### src/rtl/hill_block_encryptor_defines.svh
// assertion helpers shared by the pair unit and the output buffer
`ifndef HILL_BLOCK_ENCRYPTOR_DEFINES_SVH
`define HILL_BLOCK_ENCRYPTOR_DEFINES_SVH

// checked on every clock edge outside reset
`define HBE_ASSERT(label, prop, msg) \
  label: assert property (@(posedge clk_i) disable iff (!rst_ni) (prop)) else $error(msg);

// checked on every clock edge, reset included
`define HBE_ASSERT_ALWAYS(label, prop, msg) \
  label: assert property (@(posedge clk_i) (prop)) else $error(msg);

`endif

### src/rtl/hbe_pkg.sv
`default_nettype none
package hbe_pkg;

  localparam int unsigned SymW   = 5;
  localparam int unsigned SymMod = 27;
  localparam int unsigned AddrW  = 4;
  localparam int unsigned DataW  = 32;

  localparam logic [SymW-1:0] PadSymbol = '0;

  typedef enum logic [1:0] {
    RegKey00 = 2'd0,
    RegKey01 = 2'd1,
    RegKey10 = 2'd2,
    RegKey11 = 2'd3
  } reg_idx_e;

  typedef struct packed {
    logic [SymW-1:0] k00;
    logic [SymW-1:0] k01;
    logic [SymW-1:0] k10;
    logic [SymW-1:0] k11;
  } key_t;

  typedef struct packed {
    logic [SymW-1:0] c0;
    logic [SymW-1:0] c1;
  } pair_t;

  // a 5 bit value is below twice the modulus
  function automatic logic [SymW-1:0] red27(input logic [SymW-1:0] v);
    logic [SymW-1:0] r;
    if (v >= SymW'(SymMod)) begin
      r = v - SymW'(SymMod);
    end else begin
      r = v;
    end
    return r;
  endfunction

  // v < 2048; fold by 64 = 10 mod 27 twice, then subtract at most three times the modulus
  function automatic logic [SymW-1:0] mod27_11(input logic [10:0] v);
    logic [8:0] s1;
    logic [6:0] s2;
    logic [6:0] r;
    s1 = 9'({v[10:6], 3'b000}) + 9'({v[10:6], 1'b0}) + 9'(v[5:0]);
    s2 = 7'({s1[8:6], 3'b000}) + 7'({s1[8:6], 1'b0}) + 7'(s1[5:0]);
    if (s2 >= 7'(3 * SymMod)) begin
      r = s2 - 7'(3 * SymMod);
    end else if (s2 >= 7'(2 * SymMod)) begin
      r = s2 - 7'(2 * SymMod);
    end else if (s2 >= 7'(SymMod)) begin
      r = s2 - 7'(SymMod);
    end else begin
      r = s2;
    end
    return r[SymW-1:0];
  endfunction

  function automatic logic [SymW-1:0] row_mod27(input logic [SymW-1:0] ka,
                                                input logic [SymW-1:0] kb,
                                                input logic [SymW-1:0] a,
                                                input logic [SymW-1:0] b);
    logic [9:0]  pa;
    logic [9:0]  pb;
    logic [10:0] s;
    pa = 10'(red27(ka)) * 10'(a);
    pb = 10'(red27(kb)) * 10'(b);
    s  = 11'(pa) + 11'(pb);
    return mod27_11(s);
  endfunction

endpackage
`default_nettype wire

### src/rtl/hbe_cfg_regs.sv
`default_nettype none
module hbe_cfg_regs
  import hbe_pkg::*;
(
  input  wire logic             clk_i,
  input  wire logic             rst_ni,
  input  wire logic             psel,
  input  wire logic             penable,
  input  wire logic             pwrite,
  input  wire logic [AddrW-1:0] paddr,
  input  wire logic [DataW-1:0] pwdata,
  output logic      [DataW-1:0] prdata,
  output logic                  pready,
  output key_t                  key_o
);

  key_t     key_q, key_d;
  logic     wr_en;
  reg_idx_e idx;

  assign pready = 1'b1;
  assign wr_en  = psel & penable & pwrite;
  assign idx    = reg_idx_e'(paddr[3:2]);

  always_comb begin
    key_d = key_q;
    if (wr_en) begin
      case (idx)
        RegKey00: key_d.k00 = pwdata[SymW-1:0];
        RegKey01: key_d.k01 = pwdata[SymW-1:0];
        RegKey10: key_d.k10 = pwdata[SymW-1:0];
        RegKey11: key_d.k11 = pwdata[SymW-1:0];
        default:  key_d = key_q;
      endcase
    end
  end

  always_ff @(posedge clk_i or negedge rst_ni) begin
    if (!rst_ni) begin
      key_q.k00 <= SymW'(1);
      key_q.k01 <= '0;
      key_q.k10 <= '0;
      key_q.k11 <= SymW'(1);
    end else begin
      key_q <= key_d;
    end
  end

  always_comb begin
    case (idx)
      RegKey00: prdata = DataW'(key_q.k00);
      RegKey01: prdata = DataW'(key_q.k01);
      RegKey10: prdata = DataW'(key_q.k10);
      RegKey11: prdata = DataW'(key_q.k11);
      default:  prdata = '0;
    endcase
  end

  assign key_o = key_q;

endmodule
`default_nettype wire

### src/rtl/hbe_pair_unit.sv
`default_nettype none
module hbe_pair_unit
  import hbe_pkg::*;
(
  input  wire logic            clk_i,
  input  wire logic            rst_ni,
  input  wire logic            in_valid_i,
  output logic                 in_stall_o,
  input  wire logic [SymW-1:0] symbol_i,
  input  wire logic            end_of_message_i,
  input  wire key_t            key_i,
  output logic                 pair_valid_o,
  input  wire logic            pair_ready_i,
  output pair_t                pair_o
);

  `include "hill_block_encryptor_defines.svh"

  logic            in_vld_q, in_vld_d;
  logic [SymW-1:0] in_sym_q;
  logic            in_eom_q;
  logic            half_q, half_d;
  logic [SymW-1:0] held_q, held_d;
  logic            pair_needed;
  logic            in_take;
  logic            in_load;
  logic [SymW-1:0] sym_a;
  logic [SymW-1:0] sym_b;

  assign pair_needed = half_q | in_eom_q;
  assign in_take     = in_vld_q & (~pair_needed | pair_ready_i);
  assign in_load     = ~in_vld_q | in_take;
  assign in_stall_o  = ~in_load;

  assign in_vld_d = in_load ? in_valid_i : in_vld_q;

  always_comb begin
    half_d = half_q;
    held_d = held_q;
    if (in_take) begin
      if (pair_needed) begin
        half_d = 1'b0;
        held_d = '0;
      end else begin
        half_d = 1'b1;
        held_d = in_sym_q;
      end
    end
  end

  always_ff @(posedge clk_i or negedge rst_ni) begin
    if (!rst_ni) begin
      in_vld_q <= 1'b0;
      half_q   <= 1'b0;
      held_q   <= '0;
    end else begin
      in_vld_q <= in_vld_d;
      half_q   <= half_d;
      held_q   <= held_d;
    end
  end

  // symbol is reduced on the way in
  always_ff @(posedge clk_i) begin
    if (in_load && in_valid_i) begin
      in_sym_q <= red27(symbol_i);
      in_eom_q <= end_of_message_i;
    end
  end

  // a lone final symbol pairs with the padding symbol
  assign sym_a = half_q ? held_q : in_sym_q;
  assign sym_b = half_q ? in_sym_q : PadSymbol;

  assign pair_valid_o = in_vld_q & pair_needed;
  assign pair_o.c0    = row_mod27(key_i.k00, key_i.k01, sym_a, sym_b);
  assign pair_o.c1    = row_mod27(key_i.k10, key_i.k11, sym_a, sym_b);

  `HBE_ASSERT(a_pair_clears_half, pair_valid_o && pair_ready_i |=> !half_q,
              "held symbol survived a completed pair")
  `HBE_ASSERT(a_held_in_range, half_q |-> held_q < SymW'(SymMod),
              "held symbol out of range")
  `HBE_ASSERT(a_stall_needs_item, in_stall_o |-> in_vld_q && pair_valid_o,
              "stall without a pending pair")

endmodule
`default_nettype wire

### src/rtl/hbe_out_buf.sv
`default_nettype none
module hbe_out_buf
  import hbe_pkg::*;
(
  input  wire logic      clk_i,
  input  wire logic      rst_ni,
  input  wire logic      pair_valid_i,
  output logic           pair_ready_o,
  input  wire pair_t     pair_i,
  output logic           out_valid_o,
  input  wire logic      out_stall_i,
  output logic [SymW-1:0] cipher_symbol_o,
  output logic           last_of_block_o
);

  `include "hill_block_encryptor_defines.svh"

  logic  vld_q, vld_d;
  logic  second_q, second_d;
  pair_t pair_q;
  logic  out_take;
  logic  load;

  assign out_take     = vld_q & ~out_stall_i;
  // free once empty or when the second symbol leaves
  assign pair_ready_o = ~vld_q | (second_q & out_take);
  assign load         = pair_valid_i & pair_ready_o;

  always_comb begin
    vld_d    = vld_q;
    second_d = second_q;
    if (load) begin
      vld_d    = 1'b1;
      second_d = 1'b0;
    end else if (out_take) begin
      if (second_q) begin
        vld_d    = 1'b0;
        second_d = 1'b0;
      end else begin
        second_d = 1'b1;
      end
    end
  end

  always_ff @(posedge clk_i or negedge rst_ni) begin
    if (!rst_ni) begin
      vld_q    <= 1'b0;
      second_q <= 1'b0;
    end else begin
      vld_q    <= vld_d;
      second_q <= second_d;
    end
  end

  always_ff @(posedge clk_i) begin
    if (load) begin
      pair_q <= pair_i;
    end
  end

  assign out_valid_o     = vld_q;
  assign cipher_symbol_o = second_q ? pair_q.c1 : pair_q.c0;
  assign last_of_block_o = second_q;

  `HBE_ASSERT(a_second_follows, out_valid_o && !out_stall_i && !last_of_block_o |=>
              out_valid_o && last_of_block_o, "second symbol of pair missing")
  `HBE_ASSERT(a_cipher_in_range, out_valid_o |-> cipher_symbol_o < SymW'(SymMod),
              "cipher symbol out of range")
  `HBE_ASSERT_ALWAYS(a_second_needs_valid, second_q |-> vld_q,
                     "second flag set on empty buffer")

endmodule
`default_nettype wire

### src/rtl/hill_block_encryptor.sv
// the request carrying the second symbol of a pair is registered in the pair unit, and the pair
// is registered in the output buffer; one symbol request per cycle unless in_stall_o is high
// a pair leaves from one result register, c0 then c1; a lone final symbol yields two results
// reset: key is the identity matrix, no symbol held, no result pending
`default_nettype none
module hill_block_encryptor
  import hbe_pkg::*;
(
  input  wire logic             clk_i,
  input  wire logic             rst_ni,
  input  wire logic             psel,
  input  wire logic             penable,
  input  wire logic             pwrite,
  input  wire logic [AddrW-1:0] paddr,
  input  wire logic [DataW-1:0] pwdata,
  output logic      [DataW-1:0] prdata,
  output logic                  pready,
  input  wire logic             in_valid_i,
  output logic                  in_stall_o,
  input  wire logic [SymW-1:0]  symbol_i,
  input  wire logic             end_of_message_i,
  output logic                  out_valid_o,
  input  wire logic             out_stall_i,
  output logic      [SymW-1:0]  cipher_symbol_o,
  output logic                  last_of_block_o
);

  key_t  key;
  pair_t pair;
  logic  pair_valid;
  logic  pair_ready;

  hbe_cfg_regs u_cfg (
    .clk_i   (clk_i),
    .rst_ni  (rst_ni),
    .psel    (psel),
    .penable (penable),
    .pwrite  (pwrite),
    .paddr   (paddr),
    .pwdata  (pwdata),
    .prdata  (prdata),
    .pready  (pready),
    .key_o   (key)
  );

  hbe_pair_unit u_pair (
    .clk_i            (clk_i),
    .rst_ni           (rst_ni),
    .in_valid_i       (in_valid_i),
    .in_stall_o       (in_stall_o),
    .symbol_i         (symbol_i),
    .end_of_message_i (end_of_message_i),
    .key_i            (key),
    .pair_valid_o     (pair_valid),
    .pair_ready_i     (pair_ready),
    .pair_o           (pair)
  );

  hbe_out_buf u_out (
    .clk_i           (clk_i),
    .rst_ni          (rst_ni),
    .pair_valid_i    (pair_valid),
    .pair_ready_o    (pair_ready),
    .pair_i          (pair),
    .out_valid_o     (out_valid_o),
    .out_stall_i     (out_stall_i),
    .cipher_symbol_o (cipher_symbol_o),
    .last_of_block_o (last_of_block_o)
  );

endmodule
`default_nettype wire
### config.mk
export PLATFORM = sky130hd
export DESIGN_NAME = hill_block_encryptor
export DESIGN_NICKNAME = d
export VERILOG_FILES = /design/src/rtl/hbe_pkg.sv /design/src/rtl/hbe_cfg_regs.sv /design/src/rtl/hbe_pair_unit.sv /design/src/rtl/hbe_out_buf.sv /design/src/rtl/hill_block_encryptor.sv
export VERILOG_INCLUDE_DIRS = /design/src /design/src/rtl
export SDC_FILE = /design/constraint.sdc
export NUM_CORES = 1
export LEC_CHECK = 0
export ABC_CLOCK_PERIOD_IN_PS = 12500
export BUFFER_PORTS_ARGS = -buffer_cell sky130_fd_sc_hd__buf_2
export CORE_MARGIN = 2
export CORE_UTILIZATION = 61
export DETAILED_ROUTE_END_ITERATION = 8
export HOLD_SLACK_MARGIN = 0.12
export PLACE_DENSITY = 0.82
export SKIP_LAST_GASP = 1
export SLEW_MARGIN = 10
export SYNTH_ARGS = -nofsm -noshare
export SYNTH_HDL_FRONTEND = slang
export SYNTH_HIERARCHICAL = 1
export SYNTH_SLANG_ARGS = --single-unit
### constraint.sdc
create_clock -name clk_i -period 12.5 [get_ports clk_i]
set_input_delay 0.625 -clock clk_i [delete_from_list [all_inputs] [get_ports clk_i]]
set_output_delay 0.625 -clock clk_i [all_outputs]
set_load 0.01 [all_outputs]
Word-level counts from Yosys, hierarchy flattened
Cells that the tools add are included. Widths: inputs -> output; s select.

Multipliers: 4. Eq/ne operators: 3. Add/sub/neg operators: 21. Reduce and logical (&&, ||, !) cells: 9. Bitwise operators: 16. Muxes and demuxes: 23. Magnitude comparators: 11.

Operators with widths (count): $pmux 32 s4 (1); $mux 5 (15); $sub 5x5->5 const B (11); $mul 5x5->10 (4); $ge 5x5->1 const B (5); $add 10x10->11 (2); $add 8x6->9 (2); $add 9x6->9 (2); $add 6x4->7 (2); $add 7x6->7 (2); $ge 7x5->1 const B (2); $ge 7x6->1 const B (2); $ge 7x7->1 const B (2); $reduce_and 2->1 (5); $and 1x1->1 (7); $mux 1 (7); $not 1->1 (5); $eq 2x2->1 const B (2); $or 1x1->1 (4); $reduce_bool 2->1 (2); $eq 2x1->1 const B (1); $logic_not 2->1 (1); $logic_and 1x1->1 (1).

Word-level logic and storage cells: 100. Input port bits: 49. Bits in registers: 45. Output and inout port bits: 41.

Longest topological paths before layout
Gate-level depths: netlist (run 1).

Depth in word-level cells: 12. Gate-level depth with buffers: 41. Gate-level depth less buffers: 40.

Modules after synthesis
Netlist (run 1), hierarchy kept.

By module, submodules not included: hbe_pair_unit (cells an instance 747, area each 6211.0 sq um, seq. area each 355.3 sq um, times used 1); hbe_cfg_regs (cells an instance 83, area each 1162.4 sq um, seq. area each 503.0 sq um, times used 1); hbe_out_buf (cells an instance 26, area each 473.0 sq um, seq. area each 350.3 sq um, times used 1).

Worst setup path after synthesis (run 1)
OpenSTA, ideal clock, no wires.

Kind: flip-flop to flip-flop. From: register u_pair.half_q. To: register u_out/pair_q[4] in the netlist's numbering, data pin. Required time: 12.238 ns. Clock period less this slack: 9.454 ns. Arrival: 9.192 ns. Path slack: 3.046 ns. Library setup time: 0.262 ns. Cell stages (with the launch flop): 38. Path buffers: 3. Cells stage by stage: dfrtp_1 > clkbuf_1 > buf_1 > nand2_1 > or2_2 > fa_1 > fa_1 > inv_1 > fa_1 > fa_1 > inv_1 > fa_1 > inv_1 > ha_1 > o21ai_0 > nand2b_1 > a21o_1 > a21o_1 > [2 not listed] > fa_1 > ha_1 > nor2b_1 > o21ai_0 > nand2b_1 > xor2_1 > inv_1 > fa_1 > inv_1 > fa_1 > a21o_1 > a21oi_1 > xor2_1 > clkbuf_1 > a21oi_1 > o21ai_0 > o21ai_0 > xnor2_1.

RTL lines: from (decl) (RTL line hbe_pair_unit.sv:22) `logic half_q, half_d;`; from (signal assigned) (RTL line hbe_pair_unit.sv:58) `half_q <= half_d;`; to (signal assigned) (RTL line hbe_out_buf.sv:57) `pair_q <= pair_i;`; to (decl) (RTL line hbe_out_buf.sv:20) `pair_t pair_q;`.

==> run_results.csv, run 1 <==
group,metric,value,unit
outcome,outcome,"finished clean",
cts,cts_hold_buf,0,
logic_synthesis,synth_edf_count,16,
floorplan,rows,41,
floorplan,core-area,12600,um2
sta,rsz0062_at_grt,"false",
cts,root_buffer,"clkbuf_16",
cells_and_area,nNetsFinal,1125,
cells_and_area,final_cell_mix,"ha_1 (117), inv_1 (116), nor2_1 (92), fa_1 (74), nand2_1 (46)",
cts,clock_sinks,45,
sta,slew_headroom,0.265,
placement,port_buffers,32,
worst_setup_path,crit_slowest_cell,"xor2_1",
cts,h-tree-depth,2,
cells_and_area,mostFrequentLayoutCell,"ha_1",
sta,tightest_slew,1.07,ns
sta,fin_worst_skew,0.00639,ns
grt,overflow,0,
route,drt-initial-drc-count,395,
worst_setup_path,critPathMaxStageDelay,0.72,ns
sta,whs,0.359,ns
route,wl_per_cell,14.6,um
cells_and_area,area_delta_synth_final,4.77,%
grt,grt_max_degree,30,
grt,grt_pass1_wl,26.6,mm
floorplan,die_area,13800,um2
grt,grt_antenna_before_repair,0,
logic_synthesis,avgSynthCellArea,9.17,um2
logic_synthesis,yosys_warnings,6,
logic_synthesis,synth_cell_types,67,
sta,setup_viol,0,
cts,post_cts_buffers,0,
cells_and_area,drive_gt1_frac,0.111,
cts,clkLatencyLatePin,0.29,ns
worst_setup_path,worstSetupStartpointType,"flip-flop",
worst_setup_path,rr_worst_depth,38,
sta,period_needed,10.49,ns
logic_synthesis,synth_ff_type,"dfrtp_1",
sta,period_share,0.839,
route,drtAntennaViolNets,0,
worst_setup_path,rr_startpoint,"u_cfg/key_o[5]$_DFFE_PN0P_",
worst_setup_path,end_kind,"flip-flop",
cells_and_area,diodes,0,
cts,clockBufferDepth,2,
cts,cts_resized,0,
route,routed_via_density,5.63,
sta,drv_slew,0,
worst_setup_path,crit_required,12.53,ns
hold_path,hold_path.class,"in2async",
route,wl,15.4,mm
cts,cts_tree,"yes",
logic_synthesis,synthArstFlopShare,0.644,
worst_setup_path,worstSetupPathType,"reg2reg",
worst_setup_path,reg2reg_setup_slack,2.01,ns
cts,cts.clk_slew.worst_paths,0.07,ns
floorplan,io_pins,90,
sta,setup_tns,0,ns
route,num_vias,5958,
grt,grt_usage,0.231,
floorplan,die_w,117,um
logic_synthesis,syn_inst,856,
route,drc_errors,0,
worst_setup_path,cpMostUsedCell,"fa_1",
sta,final_hold_viol_count,0,
logic_synthesis,seq_area_frac_synth,0.154,
worst_setup_path,worst-path-max-fanout,12,
job,maxCapViolCount,0,
grt,first_global_vias,5877,
floorplan,initial_utilization,0.624,
logic_synthesis,ys_ff_latch,45,
sta,clock.fmax,0.0953,GHz
placement,hpwl,12.7,mm
logic_synthesis,syn_area,7850,um2
cts,cts_buffers,5,
placement,gp_congestion,0.913,
worst_setup_path,reg2reg_to,"u_out/pair_q[4]$_DFFE_PP_",
worst_setup_path,arrival,10.52,ns
floorplan,die_y,117,um
route,dr.pass1.iters,5,
## metrics by stage
stage | instances | util | setup WS (ns) | cell area [um2]
2_1_floorplan | 882 | - | 3.05 | 7940
3_3_place_gp | 1050 | 0.642 | 2.15 | 8070
3_5_place_dp | 1050 | 0.642 | 2.05 | 8070
4_1_cts | 1058 | 0.654 | 2.00 | 8220
5_1_grt | 1058 | 0.654 | 1.37 | 8220
6_report | 1058 | 0.654 | 2.01 | 8220
## layer usage
layer,wire length (um),track usage,vias up
met1,6860,0.316,2888
li1,-,-,2889
met4,305,0.0640,0
met3,659,0.0277,36
met2,7620,0.390,145
met5,0,0,-
## registers in the layout (all words and copies together) (netlist names)
signal                 cells
u_pair/in_eom_q            1
u_pair/half_q              1
u_cfg/key_o               20
u_pair/in_sym_q            5
u_pair/in_vld_q            1
u_out/last_of_block_o      1
u_pair/held_q              5
u_out/out_valid_o          1
u_out/pair_q              10
## cells in the mapped netlist (7+ instances only)
library cell  number  share of area
a21o_1            16          0.015
a21oi_1           33          0.021
a22o_1             7         0.0078
a31oi_1            7         0.0056
buf_4             29          0.028
dfrtp_1           27          0.086
edfxtp_1          16          0.061
fa_1              74           0.19
ha_1             117           0.19
inv_1            116          0.055
mux2_2            22          0.032
mux2i_1            9          0.011
nand2_1           46          0.022
nand2b_1          18          0.014
nand3_1           15         0.0096
nor2_1            92          0.044
nor2b_1           14          0.011
nor3_1            14         0.0089
o21ai_0           39          0.025
or2_2             16          0.013
xnor2_1           21          0.023
xor2_1            17          0.019
## final cells by class
class	instances	area, um2
Multi-Input combinational cell	682	6030
Fill cell	1029	4350
Sequential cell	45	1210
Inverter	117	439
Tap cell	172	215
Timing Repair Buffer	34	175
Clock buffer	5	125
Clock inverter	3	28.8
## cells by family after synthesis
family          count (synthesis)  share of synthesized area
simple gates                  243                      0.149
xor+xnor                       39                     0.0445
buf+inv                       155                     0.0901
mux                            44                     0.0732
other cells                     2                   0.000957
flops                          45                      0.154
fa+ha+maj                     191                      0.375
compound gates                137                      0.113
## how the worst max path moves through the flow
stage / endpoint / start / depth (start not counted)
floorplan: u_out/pair_q[4]$_DFFE_PP_ / u_pair/half_q$_DFFE_PN0P_ / 37
global placement: u_out/pair_q[4]$_DFFE_PP_ / u_cfg/key_o[5]$_DFFE_PN0P_ / 38
detailed placement: u_out/pair_q[4]$_DFFE_PP_ / u_cfg/key_o[5]$_DFFE_PN0P_ / 38
CTS: u_out/pair_q[4]$_DFFE_PP_ / u_cfg/key_o[5]$_DFFE_PN0P_ / 38
global route: u_out/pair_q[4]$_DFFE_PP_ / u_cfg/key_o[5]$_DFFE_PN0P_ / 38
finish: u_out/pair_q[4]$_DFFE_PP_ / u_cfg/key_o[5]$_DFFE_PN0P_ / 38
## critical path, delay by kind of cell, from the launching register on
family                   cells  cell delay, ns
buffers and inverters        5            0.31
AND/OR/NAND/NOR              8            1.12
XOR/XNOR                     4            1.26
AO/OA/AOI/OAI               10            2.12
flip-flops                   1            0.48
adder cells (fa/ha/maj)     11            4.93
Power of run 1 is left out: the tool's default activity adds up to more than one toggle a clock period on the data nets, which glitch-free logic cannot reach.
==> run 2: changes to the inputs <==
--- a/config.mk
+++ b/config.mk
@@ -6,7 +6,7 @@
 export SDC_FILE = /design/constraint.sdc
 export NUM_CORES = 1
 export LEC_CHECK = 0
-export ABC_CLOCK_PERIOD_IN_PS = 12500
+export ABC_CLOCK_PERIOD_IN_PS = 10000
 export BUFFER_PORTS_ARGS = -buffer_cell sky130_fd_sc_hd__buf_2
 export CORE_MARGIN = 2
 export CORE_UTILIZATION = 61
==> constraint.sdc (replaced) <==
create_clock -name clk_i -period 10 [get_ports clk_i]
set_input_delay 0.5 -clock clk_i [delete_from_list [all_inputs] [get_ports clk_i]]
set_output_delay 0.5 -clock clk_i [all_outputs]
set_load 0.01 [all_outputs]
==> run 2 against run 1 <==
Net effect: design area up 6.2%; critical path depth decreased by 3; sequential share of layout area is 0.85 points lower; via count is 4.7% higher; clock-buffer cell count stayed put; setup slack got worse by 1.7 ns; global-route usage rose by 1.0 points; fmax is 8.6% higher; clock skew is 0.0029 ns lower; largest cell class unchanged.
==> run_results.csv, run 2 (same netlist as run 1, synthesis figures left out) <==
group,metric,value,unit
sta,period_needed,9.66,ns
cts,cts_hold_buf,0,
sta,setup_viol,0,
grt,grt_usage,0.241,
route,wl_per_cell,15.4,um
cells_and_area,drive_gt1_frac,0.188,
worst_setup_path,worstSetupPathType,"reg2reg",
route,wl,16.9,mm
job,maxCapViolCount,0,
cts,clockBufferDepth,2,
outcome,outcome,"finished clean",
cells_and_area,diodes,0,
grt,overflow,0,
grt,grt_pass1_wl,27.8,mm
sta,clock.fmax,0.104,GHz
route,num_vias,6237,
sta,tightest_slew,1.04,ns
placement,hpwl,13.3,mm
route,drt-initial-drc-count,457,
cts,cts_buffers,5,
worst_setup_path,reg2reg_setup_slack,0.34,ns
sta,slew_headroom,0.286,
worst_setup_path,critPathMaxStageDelay,0.60,ns
floorplan,initial_utilization,0.624,
cells_and_area,fill_cells,970,
worst_setup_path,arrival,9.71,ns
worst_setup_path,reg2reg_to,"u_out/pair_q[3]$_DFFE_PP_",
cts,h-tree-depth,2,
route,dr.pass1.iters,6,
floorplan,die_area,13800,um2
route,drtAntennaViolNets,0,
placement,dpl_cell_area,8310,um2
worst_setup_path,end_kind,"flip-flop",
worst_setup_path,worst-path-max-fanout,5,
grt,grt_max_degree,30,
grt,grt_antenna_before_repair,0,
cells_and_area,largest_register_ffs,20,
route,drc_errors,0,
worst_setup_path,cpMostUsedCell,"fa_1",
cts,clkLatencyLatePin,0.29,ns
floorplan,die_y,117,um
route,routed_via_density,5.66,
sta,fin_worst_skew,0.00354,ns
cells_and_area,final_cell_mix,"inv_1 (116), ha_1 (111), nor2_1 (88), fa_1 (71), nand2_1 (46)",
worst_setup_path,worstSetupStartpointType,"flip-flop",
sta,period_share,0.966,
worst_setup_path,rr_startpoint,"u_cfg/key_o[0]$_DFFE_PN1P_",
sta,final_hold_viol_count,0,
floorplan,io_pins,90,
cells_and_area,mostFrequentLayoutCell,"inv_1",
cts,cts.clk_slew.worst_paths,0.07,ns
cts,cts_tree,"yes",
grt,first_global_vias,6039,
placement,port_buffers,32,
worst_setup_path,rr_worst_depth,35,
sta,drv_slew,0,
cells_and_area,design_area,8730,um2
cts,clock_sinks,45,
placement,gp_congestion,0.918,
floorplan,die_w,117,um
cells_and_area,area_delta_synth_final,11.3,%
floorplan,core-area,12600,um2
cts,root_buffer,"clkbuf_16",
floorplan,rows,41,
cells_and_area,nNetsFinal,1168,
worst_setup_path,crit_required,10.05,ns
hold_path,hold_path.class,"in2async",
worst_setup_path,crit_slowest_cell,"fa_2",
==> run 2: metrics by stage <==
step	setup TNS, ns	utilization	std cells	setup WS [ns]	hold slack [ns]
finish	0	0.695	1101	0.340	0.233
global route	-0.428	0.695	1101	-0.0877	0.297
CTS	0	0.674	1092	0.0243	0.273
detailed placement	0	0.662	1083	0.0741	0.493
global placement	0	0.662	1083	0.233	0.484
floorplan	0	-	882	0.546	0.204
==> run 2: what timing repair did <==
action                                  4_1_cts  5_1_grt
resized for setup                             0       46
endpoints found under the setup margin        1       10
buffers inserted                              1        8
gates cloned                                  0        1
pin swaps                                     1       11
==> run 2: routing by layer <==
metal	GRT usage	vias to the layer above	share of wire
met3	0.0224	45	0.056
met5	0	-	0
met1	0.331	2995	0.42
met2	0.414	227	0.50
met4	0.0602	0	0.027
li1	-	2970	-
==> run 2: worst max path at each step <==
stage	start	to	slack [ns]	cells after the start
2_1_floorplan	u_pair/half_q$_DFFE_PN0P_	u_out/pair_q[4]$_DFFE_PP_	0.55	37
3_3_place_gp	u_cfg/key_o[15]$_DFFE_PN1P_	u_out/pair_q[8]$_DFFE_PP_	0.23	37
3_5_place_dp	u_cfg/key_o[16]$_DFFE_PN0P_	u_out/pair_q[8]$_DFFE_PP_	0.07	37
4_1_cts	u_cfg/key_o[16]$_DFFE_PN0P_	u_out/pair_q[8]$_DFFE_PP_	0.02	37
5_1_grt	u_cfg/key_o[10]$_DFFE_PN0P_	u_out/pair_q[9]$_DFFE_PP_	-0.09	38
6_report	u_cfg/key_o[0]$_DFFE_PN1P_	u_out/pair_q[3]$_DFFE_PP_	0.34	35
==> run 2: area by class of cell <==
class | instances | area (um2) | area share
Inverter | 117 | 439 | 0.0503
Tap cell | 172 | 215 | 0.0246
Clock buffer | 5 | 125 | 0.0143
Multi-Input combinational cell | 682 | 6220 | 0.712
Timing Repair Buffer | 77 | 495 | 0.0567
Clock inverter | 3 | 26.3 | 0.00301
Sequential cell | 45 | 1210 | 0.139
==> run 2: critical path: cells and delay by family (launching register included) <==
| family | cells | cell delay, ns |
|---|---|---|
| adders and majority gates | 11 | 5.05 |
| and+or+nand+nor | 7 | 1.45 |
| AOI/OAI and AO/OA | 8 | 1.20 |
| DFF | 1 | 0.55 |
| xor gates and xnor gates | 3 | 0.51 |
| muxes | 1 | 0.32 |
| buffers and inverters | 5 | 0.29 |
Power of run 2 is left out for the same reason.
==> run 3: changes to the inputs <==
--- a/config.mk
+++ b/config.mk
@@ -7,12 +7,12 @@
 export NUM_CORES = 1
 export LEC_CHECK = 0
 export ABC_CLOCK_PERIOD_IN_PS = 10000
-export BUFFER_PORTS_ARGS = -buffer_cell sky130_fd_sc_hd__buf_2
 export CORE_MARGIN = 2
-export CORE_UTILIZATION = 61
+export CORE_UTILIZATION = 40
 export DETAILED_ROUTE_END_ITERATION = 8
+export DONT_BUFFER_PORTS = 1
 export HOLD_SLACK_MARGIN = 0.12
-export PLACE_DENSITY = 0.82
+export PLACE_DENSITY = 0.53
 export SKIP_LAST_GASP = 1
 export SLEW_MARGIN = 10
 export SYNTH_ARGS = -nofsm -noshare
==> run 3 against run 2 <==
Net effect: setup slack better by 0.16 ns; fmax is 1.7% higher; non-clock buffer count is 19 lower.
==> run_results.csv, run 3 (same netlist as run 1, synthesis figures left out) <==
group,metric,value,unit
worst_setup_path,worstSetupStartpointType,"flip-flop",
hold_path,holdPathStages,0,
floorplan,die_area,20800,um2
sta,period_share,0.950,
cells_and_area,final_cell_mix,"inv_1 (116), ha_1 (114), nor2_1 (90), fa_1 (72), buf_4 (56)",
job,maxCapViolCount,0,
sta,final_hold_viol_count,0,
worst_setup_path,rr_worst_depth,34,
cells_and_area,mostFrequentLayoutCell,"inv_1",
cells_and_area,nNetsFinal,1149,
cts,clock_sinks,45,
worst_setup_path,end_kind,"flip-flop",
floorplan,io_pins,90,
route,wl_per_cell,14.7,um
worst_setup_path,reg2reg_to,"u_out/pair_q[3]$_DFFE_PP_",
sta,slew_headroom,0.258,
placement,hpwl,14.0,mm
floorplan,initial_utilization,0.406,
worst_setup_path,arrival,9.54,ns
sta,fin_worst_skew,0.00771,ns
floorplan,die_w,144,um
cells_and_area,area_delta_synth_final,12.2,%
route,wl,17.2,mm
floorplan,rows,51,
sta,drv_slew,0,
cells_and_area,drive_gt1_frac,0.162,
cts,h-tree-depth,2,
route,routed_via_density,5.01,
worst_setup_path,reg2reg_setup_slack,0.50,ns
worst_setup_path,rr_startpoint,"u_cfg/key_o[0]$_DFFE_PN1P_",
grt,grt_antenna_before_repair,0,
grt,grt_max_degree,30,
worst_setup_path,critPathMaxStageDelay,0.64,ns
worst_setup_path,path_delay_family,"adder cells",
worst_setup_path,worst-path-max-fanout,5,
route,dr.pass1.iters,6,
floorplan,die_y,144,um
sta,tightest_slew,1.08,ns
cts,cts.clk_slew.worst_paths,0.07,ns
cells_and_area,fill_cells,1900,
cts,cts_buffers,5,
route,num_vias,5883,
cts,root_buffer,"clkbuf_16",
worst_setup_path,crit_slowest_cell,"fa_2",
worst_setup_path,cpMostUsedCell,"fa_1",
route,drt-initial-drc-count,318,
hold_path,hold_path.class,"in2reg",
sta,setup_slack,0.497,ns
grt,gr-usage-met1,0.251,
sta,period_needed,9.50,ns
cells_and_area,largest_register_ffs,20,
placement,dp_slack,0.0159,ns
floorplan,core-area,19300,um2
grt,overflow,0,
grt,grt_usage,0.169,
sta,whs,0.300,ns
hold_path,min_from,"end_of_message_i",
sta,clock.fmax,0.105,GHz
grt,first_global_vias,5623,
grt,top_usage_layer,"met2",
worst_setup_path,worstSetupPathType,"reg2reg",
cts,clkLatencyLatePin,0.29,ns
worst_setup_path,crit_required,10.03,ns
sta,setup_tns,0,ns
grt,grt_use_met2,0.271,
cts,clockBufferDepth,2,
grt,grt_pass1_wl,28.2,mm
cells_and_area,diodes,0,
cts,cts_tree,"yes",
route,drtAntennaViolNets,0,
placement,gp_congestion,0.847,
placement,port_buffers,0,
outcome,outcome,"finished clean",
route,drc_errors,0,
hold_path,min_to,"u_pair/in_eom_q$_DFFE_PP_",
grt,grt_util_met3,0.0152,
worst_setup_path,path_buf_inv,4,
sta,setup_viol,0,
-- run 3: cell count changes in the layout (fill, tap and decap cells not counted), sizes merged --
cell | previous run | this run
buf | 77 | 57
clkbuf | 5 | 7
clkinv | 0 | 1
dlygate4sd3 | 0 | 1
inv | 120 | 117
-- run 3: layout make-up --
type	instances	area, um2	share of cell area
timing repair buffer	58	450	0.0512
tap	265	332	0.0377
clock buffer	7	154	0.0175
multi-input combinational	682	6210	0.705
clock inverter	1	8.76	0.000995
inverter	117	439	0.0499
sequential	45	1210	0.137
-- run 3: layer usage --
layer,part of all wire,wire (um)
met5,0,0
met4,0.0085,147
met3,0.029,498
met2,0.47,8180
met1,0.49,8400
-- run 3: worst max-delay path by stage --
stage	cells past startpoint	to	start	slack, ns
3_3_place_gp	37	u_out/pair_q[9]$_DFFE_PP_	u_cfg/key_o[15]$_DFFE_PN1P_	0.06
3_5_place_dp	37	u_out/pair_q[9]$_DFFE_PP_	u_cfg/key_o[15]$_DFFE_PN1P_	0.02
5_1_grt	38	u_out/pair_q[7]$_DFFE_PP_	u_cfg/key_o[15]$_DFFE_PN1P_	-0.03
2_1_floorplan	37	u_out/pair_q[4]$_DFFE_PP_	u_pair/half_q$_DFFE_PN0P_	0.55
6_report	34	u_out/pair_q[3]$_DFFE_PP_	u_cfg/key_o[0]$_DFFE_PN1P_	0.50
4_1_cts	38	u_out/pair_q[6]$_DFFE_PP_	u_cfg/key_o[15]$_DFFE_PN1P_	0.0005
-- run 3: per-stage QoR --
stage	util	area (um2)	std cells
3_5_place_dp	0.431	8340	1153
2_1_floorplan	-	7940	882
5_1_grt	0.455	8800	1175
3_3_place_gp	0.431	8340	1153
4_1_cts	0.441	8530	1163
6_report	0.455	8800	1175
-- run 3: worst reg2reg max path: cells and delay by family (launching register included) --
kind	cells	cell delay [ns]
AOI/OAI and AO/OA	9	1.37
xor gates and xnor gates	3	0.52
adders and majority gates	12	5.04
buffers and inverters	4	0.28
DFF	1	0.55
muxes	1	0.32
and+or+nand+nor	5	1.15
-- run 3: timing repair --
| action | CTS | global route |
|---|---|---|
| buffers inserted | 0 | 12 |
| pin swaps | 0 | 10 |
| hold buffers | 2 | 0 |
| endpoints found under the hold margin | 29 | 0 |
| endpoints found under the setup margin | 3 | 10 |
| resized for setup | 1 | 43 |
Power of run 3 is left out for the same reason.
